--- src/rtl/fct_pkg.sv ---
package fct_pkg;

  localparam int QUEUE_COUNT_DEF   = 3;
  localparam int PENDING_DEPTH_DEF = 8;
  localparam int QUEUE_MAX         = 3;
  localparam int TIME_W            = 64;
  localparam int IN_W              = (2 * QUEUE_MAX + 1) * TIME_W;
  localparam int OUT_W             = ((2 * TIME_W + 1 + 7) / 8) * 8;

  localparam logic ACT_START = 1'b0;
  localparam logic ACT_WAIT  = 1'b1;

  typedef struct packed {
    logic shift;
    logic load;
  } cell_ctrl_t;

  typedef struct packed {
    logic ready;
    logic match;
  } cell_status_t;

endpackage

--- src/rtl/fct_cell.sv ---
module fct_cell import fct_pkg::*; #(
  parameter int QUEUE_COUNT = QUEUE_COUNT_DEF
) (
  input  logic                                clk,
  input  cell_ctrl_t                          ctrl,
  input  logic [TIME_W-1:0]                   nbr_tick,
  input  logic [QUEUE_COUNT-1:0][TIME_W-1:0]  nbr_stamps,
  input  logic [TIME_W-1:0]                   ld_tick,
  input  logic [QUEUE_COUNT-1:0][TIME_W-1:0]  ld_stamps,
  input  logic [QUEUE_COUNT-1:0][TIME_W-1:0]  done_time,
  input  logic [TIME_W-1:0]                   wait_tick,
  output logic [TIME_W-1:0]                   tick,
  output logic [QUEUE_COUNT-1:0][TIME_W-1:0]  stamps,
  output cell_status_t                        status
);

  logic ready;

  always_ff @(posedge clk) begin
    if (ctrl.load) begin
      tick   <= ld_tick;
      stamps <= ld_stamps;
    end else if (ctrl.shift) begin
      tick   <= nbr_tick;
      stamps <= nbr_stamps;
    end
  end

  always_comb begin
    ready = 1'b1;
    for (int q = 0; q < QUEUE_COUNT; q++) begin
      if (stamps[q] > done_time[q]) ready = 1'b0;
    end
  end

  assign status.ready = ready;
  assign status.match = (tick == wait_tick);

endmodule

--- src/rtl/frame_completion_tracker.sv ---
// Frame completion tracker. Each input transfer is a start-tick item (tuser 0) or a wait item
// (tuser 1) and yields one result transfer with the completed tick, the current tick and an
// error flag. Pending ticks sit in a chain of cells, oldest at the head, and leave the chain
// by shifting it one cell per cycle. A start item retires the ready head entries (POP), then
// pushes its tick if not yet complete (PUSH); a wait item is checked (WCHK) and may shift
// the chain until its tick leaves (WPOP). Both then wait in OUT while an earlier result is
// still held by the sink. The next item can be taken in the cycle in which the result is
// presented. The block holds one item at a time; the retire shift of the chain sets the pace.
module frame_completion_tracker import fct_pkg::*; #(
  parameter int QUEUE_COUNT   = QUEUE_COUNT_DEF,
  parameter int PENDING_DEPTH = PENDING_DEPTH_DEF
) (
  input  logic             clk,
  input  logic             rst,
  input  logic             s_tvalid,
  output logic             s_tready,
  // submitted_time_0, submitted_time_1, submitted_time_2, done_time_0, done_time_1,
  // done_time_2, wait_tick
  input  logic [IN_W-1:0]  s_tdata,
  // action
  input  logic [0:0]       s_tuser,
  output logic             m_tvalid,
  input  logic             m_tready,
  // completed_tick, current_tick, error, zero fill
  output logic [OUT_W-1:0] m_tdata
);

  localparam int CNT_W = $clog2(PENDING_DEPTH + 1);

  localparam logic [2:0] ST_IDLE = 3'd0;
  localparam logic [2:0] ST_POP  = 3'd1;
  localparam logic [2:0] ST_PUSH = 3'd2;
  localparam logic [2:0] ST_WCHK = 3'd3;
  localparam logic [2:0] ST_WPOP = 3'd4;
  localparam logic [2:0] ST_OUT  = 3'd5;

  logic [2:0]                          state;
  logic [QUEUE_COUNT-1:0][TIME_W-1:0]  sub;
  logic [QUEUE_COUNT-1:0][TIME_W-1:0]  done;
  logic [TIME_W-1:0]                   wt;
  logic [CNT_W-1:0]                    count;
  logic [TIME_W-1:0]                   completed;
  logic [TIME_W-1:0]                   current;
  logic                                err;

  logic [TIME_W-1:0]                   cell_tick   [PENDING_DEPTH];
  logic [QUEUE_COUNT-1:0][TIME_W-1:0]  cell_stamps [PENDING_DEPTH];
  cell_status_t                        cell_status [PENDING_DEPTH];
  cell_ctrl_t                          cell_ctrl   [PENDING_DEPTH];

  logic sub_done;
  logic found;
  logic full;
  logic shift;
  logic push;

  assign s_tready = (state == ST_IDLE);
  assign full     = (count == CNT_W'(PENDING_DEPTH));

  always_comb begin
    sub_done = 1'b1;
    for (int q = 0; q < QUEUE_COUNT; q++) begin
      if (sub[q] > done[q]) sub_done = 1'b0;
    end
  end

  always_comb begin
    found = 1'b0;
    for (int i = 0; i < PENDING_DEPTH; i++) begin
      if ((CNT_W'(i) < count) && cell_status[i].match) found = 1'b1;
    end
  end

  always_comb begin
    shift = 1'b0;
    push  = 1'b0;
    unique case (state)
      ST_POP:  shift = (count != '0) && cell_status[0].ready;
      ST_PUSH: begin
        push  = !sub_done;
        shift = !sub_done && full;
      end
      ST_WPOP: shift = 1'b1;
      default: ;
    endcase
  end

  for (genvar i = 0; i < PENDING_DEPTH; i++) begin : g_cell
    logic [TIME_W-1:0]                  nbr_tick;
    logic [QUEUE_COUNT-1:0][TIME_W-1:0] nbr_stamps;

    if (i == PENDING_DEPTH - 1) begin : g_tail
      assign nbr_tick   = cell_tick[i];
      assign nbr_stamps = cell_stamps[i];
    end else begin : g_body
      assign nbr_tick   = cell_tick[i+1];
      assign nbr_stamps = cell_stamps[i+1];
    end

    assign cell_ctrl[i].shift = shift;
    assign cell_ctrl[i].load  = push && (full ? (i == PENDING_DEPTH - 1)
                                              : (count == CNT_W'(i)));

    fct_cell #(
      .QUEUE_COUNT (QUEUE_COUNT)
    ) u_cell (
      .clk        (clk),
      .ctrl       (cell_ctrl[i]),
      .nbr_tick   (nbr_tick),
      .nbr_stamps (nbr_stamps),
      .ld_tick    (current),
      .ld_stamps  (sub),
      .done_time  (done),
      .wait_tick  (wt),
      .tick       (cell_tick[i]),
      .stamps     (cell_stamps[i]),
      .status     (cell_status[i])
    );
  end

  always_ff @(posedge clk) begin
    if (s_tvalid && s_tready) begin
      for (int q = 0; q < QUEUE_COUNT; q++) begin
        sub[q]  <= s_tdata[q*TIME_W +: TIME_W];
        done[q] <= s_tdata[(QUEUE_MAX+q)*TIME_W +: TIME_W];
      end
      wt <= s_tdata[2*QUEUE_MAX*TIME_W +: TIME_W];
    end
  end

  always_ff @(posedge clk) begin
    if (rst) begin
      state     <= ST_IDLE;
      count     <= '0;
      completed <= '0;
      current   <= '0;
      err       <= 1'b0;
      m_tvalid  <= 1'b0;
    end else begin
      if (state == ST_OUT && (!m_tvalid || m_tready)) begin
        m_tvalid <= 1'b1;
      end else if (m_tready) begin
        m_tvalid <= 1'b0;
      end
      unique case (state)
        ST_IDLE: begin
          if (s_tvalid) begin
            err   <= 1'b0;
            state <= (s_tuser[0] == ACT_WAIT) ? ST_WCHK : ST_POP;
          end
        end
        ST_POP: begin
          if (shift) begin
            completed <= cell_tick[0];
            count     <= count - 1'b1;
          end else begin
            state <= ST_PUSH;
          end
        end
        ST_PUSH: begin
          if (sub_done) begin
            completed <= current;
          end else if (full) begin
            err <= 1'b1;
          end else begin
            count <= count + 1'b1;
          end
          current <= current + 1'b1;
          state   <= ST_OUT;
        end
        ST_WCHK: begin
          if (wt <= completed) begin
            state <= ST_OUT;
          end else if (wt >= current || !found) begin
            err   <= 1'b1;
            state <= ST_OUT;
          end else begin
            state <= ST_WPOP;
          end
        end
        ST_WPOP: begin
          count <= count - 1'b1;
          if (cell_status[0].match) begin
            completed <= wt;
            state     <= ST_OUT;
          end
        end
        ST_OUT: begin
          if (!m_tvalid || m_tready) begin
            state <= ST_IDLE;
          end
        end
        default: state <= ST_IDLE;
      endcase
    end
  end

  always_ff @(posedge clk) begin
    if (state == ST_OUT && (!m_tvalid || m_tready)) begin
      m_tdata <= {(OUT_W - 2 * TIME_W - 1)'(0), err, current, completed};
    end
  end

endmodule

--- config.mk ---
export PLATFORM = sky130hd
export DESIGN_NAME = frame_completion_tracker
export DESIGN_NICKNAME = d
export VERILOG_FILES = /design/src/rtl/fct_pkg.sv /design/src/rtl/fct_cell.sv /design/src/rtl/frame_completion_tracker.sv
export SDC_FILE = /design/constraint.sdc
export NUM_CORES = 2
export LEC_CHECK = 0
export BUFFER_PORTS_ARGS = -buffer_cell sky130_fd_sc_hd__buf_2
export CORE_UTILIZATION = 50
export DETAILED_ROUTE_END_ITERATION = 8
export GPL_TIMING_DRIVEN = 0
export PLACE_DENSITY = 0.79
export SLEW_MARGIN = 25
export SYNTH_ARGS = -nofsm -noshare
export SYNTH_HDL_FRONTEND = slang
export SYNTH_SLANG_ARGS = --single-unit
export TNS_END_PERCENT = 20
--- constraint.sdc ---
create_clock -name clk -period 15.06 [get_ports clk]
set_clock_uncertainty 0.05 [all_clocks]
set_input_delay 0 -clock clk [delete_from_list [all_inputs] [get_ports clk]]
set_output_delay 0 -clock clk [all_outputs]
set_load 0.01 [all_outputs]
==> summary.txt <==
Status
  – Status: finished, final reports clean

Timing
  – Tightest Pin Transition: 1.240 ns
  – Final WS setup: 7.014 ns
  – Setup violators final: 0
  – Unrepaired setup endpoints after global routing: false
  – Final hold viol count: 0
  – Fin crit share: 53.43%
  – Fin. max-slew vios: 0
  – Max-Slew Margin vs Limit: 16.59%
  – Fmax achieved: 0.1243 GHz
  – Min cycle time layout: 8.046 ns

GRT
  – GRT Util Overall: 31.19%
  – Total grt overflow: 0
  – First-pass GRT wire length: 568400 um
  – Pin count of the biggest net entering global routing: 64
  – Initial antenna violation count: 25
  – Vias in the first global route: 80877

Yosys
  – Post-synth top flop: edfxtp_1
  – Top post-synthesis cells by area: edfxtp_1 (63%), mux2_2 (15%), ha_1 (5.1%)
  – Register bit count reported by yosys: 2762
  – Netlist cell types: 77
  – Asr flop ratio synth: 0%
  – Synthesized cell area: 0.1256 sq mm
  – Post-Syn Instances: 7953
  – Mapped Avg Cell Area: 15.80 sq um
  – Top cell type's share of synthesized area: 62.75%
  – Seq/Total Area, Yosys: 64.93%
  – Post-synth top area cell: edfxtp_1
  – EDFF count, synth: 2625
  – Synthesis warning total: 0

Clock tree
  – Clk Latency, worst-skew pair: 0.98 ns
  – CTS root buf: clkbuf_16
  – Post-CTS sizing: 0
  – Htree depth: 5
  – CTS Hold Buffers Added: 904
  – CTS Buffer Depth: 4
  – Num CTS Buffers: 310
  – CTS Sinks: 2762
  – CTS tree: done
  – Reg clk slew, reported paths: 0.06 ns
  – Post-CTS setup buffer count: 0

Routing
  – Post-DR wirelength/cell: 29.71 um
  – Iter 0 DRT Violations: 8864
  – Vias post-DR: 79523
  – Final wirelength: 398400 um
  – DRC: 0
  – Final ANT Viol Nets: 0
  – DRT Pass-1 Iters: 5
  – Drt via density: 5.931

Hold path
  – Hold path depth: 5
  – Worst hold-check path type: in2reg

Cells and area
  – Commonest non-fill, non-tap cell in the layout: edfxtp_1
  – Post-layout util: 61.70%
  – Final-stage net count: 10816
  – Filler cells: 17533
  – Commonest cells after routing, fill and taps aside: edfxtp_1 (2625), mux2_2 (1728), dlygate4sd3_1 (904)
  – Synthesis-to-finish area growth: 22.35%
  – Layout cells sized above 1: 30.74%

Floorplan
  – Row cnt: 183
  – Die width: 503.3 um
  – Initial core utilization: 50.43%
  – Full die area: 0.2533 sq mm
  – I/O pins: 591
  – Core region area: 0.2491 sq mm
  – Die height: 503.3 um

Critical path
  – Setup CP Type: reg2reg
  – Critical Path RT: 15.60 ns
  – Critical path peak fanout: 39
  – Data arrival, critical path: 8.58 ns
  – Worst Setup Start Kind: register
  – Worst reg-to-reg path cell count: 17
  – Critical path endpoint category: register

Power and ir drop
  – Leak: 0.05416 uW
  – Overall Power: 22520 uW
  – Pwr Density: 146.5 mW/mm^2
  – VDD IR max: 0.1211 mV

Placement
  – Post-detail-place hpwl: 274900 um
  – IO Port Bufs: 583
  – Pre-CTS setup slack: 7.092 ns
  – Routability cong.: 1.056

Run
  – Max_cap viols: 0
-- cells by family after synthesis --
kind of cell,count (synthesis),synth area share [%]
DFF,2762,64.93
muxes,1795,16.08
buffers and inverters,742,2.839
adders and majority gates,517,5.149
xor gates and xnor gates,551,3.841
other,1,0.002985
and+or+nand+nor,874,3.773
AOI/OAI and AO/OA,711,3.387
-- metrics by stage --
stage	hold WS [ns]	instance area [sq um]	cells	TNS, ns
final	0.1066	153700	13409	0
after global routing	0.08977	153700	13404	0
after CTS	0.05136	153700	13399	0
after detailed placement	0.1281	135000	11960	0
after global placement	0.1260	132700	11872	-1584.03
after floorplan	0.04887	125700	7959	0
-- worst max-delay path, cell delays in order, from the launching register on --
cell	delay [ns]
edfxtp_1	0.62
ha_1	0.41
and4_1	0.28
nor4bb_1	0.51
nand3_1	0.42
nor4_1	0.83
a211oi_1	0.16
o21ai_0	0.27
a2bb2oi_1	0.31
o21ai_1	0.28
buf_2	0.64
buf_4	0.47
buf_2	0.37
a21o_1	0.49
or2_4	0.68
buf_16	0.33
buf_12	0.25
buf_12	0.24
-- Yosys cell counts (6+ instances only) --
cell type and count:
edfxtp_1 2625, mux2_2 1728, ha_1 517, inv_1 355, xnor2_1 311, a21oi_1 300
xor2_1 240, nand4_1 191, o21ai_0 174, clkbuf_1 167, nand2_1 158, dfxtp_1 137
nor2_1 136, buf_2 129, nor4_1 102, a21o_1 93, buf_6 78, nand3_1 78
or3_1 78, mux2_1 56, nor3_1 40, a221oi_1 39, a211oi_1 21, nor2b_1 16
and3_1 13, and4_1 12, mux2i_1 11, nand2b_1 11, o211ai_1 11, buf_4 9
or2_2 9, a2111oi_0 8, a31oi_1 6
-- sequential cells by signal, indices dropped and copies added (netlist names) --
name / count
m_tdata: 129
completed: 64
g_cell.u_cell.tick: 512
g_cell.u_cell.stamps: 1536
m_tvalid: 1
done: 192
sub: 192
count: 4
state: 3
wt: 64
current: 64
err: 1
-- power breakdown --
| part | switching, uW | leakage [uW] | internal, uW |
|---|---|---|---|
| combinational | 2760 | 0.0242 | 1700 |
| clock | 3170 | 0.00470 | 4270 |
| sequential | 659 | 0.0253 | 9970 |
-- final cells by class --
class / instances / area (sq um) / area share, %
antenna: 10 / 25.02 / 0.01628
buffer: 386 / 2241 / 1.458
clock buffer: 377 / 8207 / 5.339
clock inverter: 158 / 1443 / 0.9386
inverter: 356 / 1336 / 0.8694
multi-input combinational: 4455 / 40640 / 26.44
sequential: 2762 / 81570 / 53.07
tap: 3330 / 4167 / 2.711
timing repair buffer: 1575 / 14070 / 9.157
-- worst paths after layout --
kind,startpoint,to,slack [ns]
worst max-delay path,sub[183]$_DFFE_PP_,g_cell[3].u_cell.stamps[3]$_DFFE_PP_,7.01
worst min-delay path,m_tready,m_tvalid$_SDFFE_PP0P_,0.11
worst min register to register,completed[30]$_SDFFE_PP0P_,m_tdata[30]$_DFFE_PP_,0.38
worst max register to register,sub[183]$_DFFE_PP_,g_cell[3].u_cell.stamps[3]$_DFFE_PP_,7.01
-- metal layers --
layer	GRT usage, %	wire length [um]	vias to the layer above
met5	0	113	-
met2	50.35	188000	3946
li1	-	-	34152
met4	15.28	22310	18
met1	40.31	154300	40490
met3	6.135	33730	917
(Power assumes the default switching activity.)
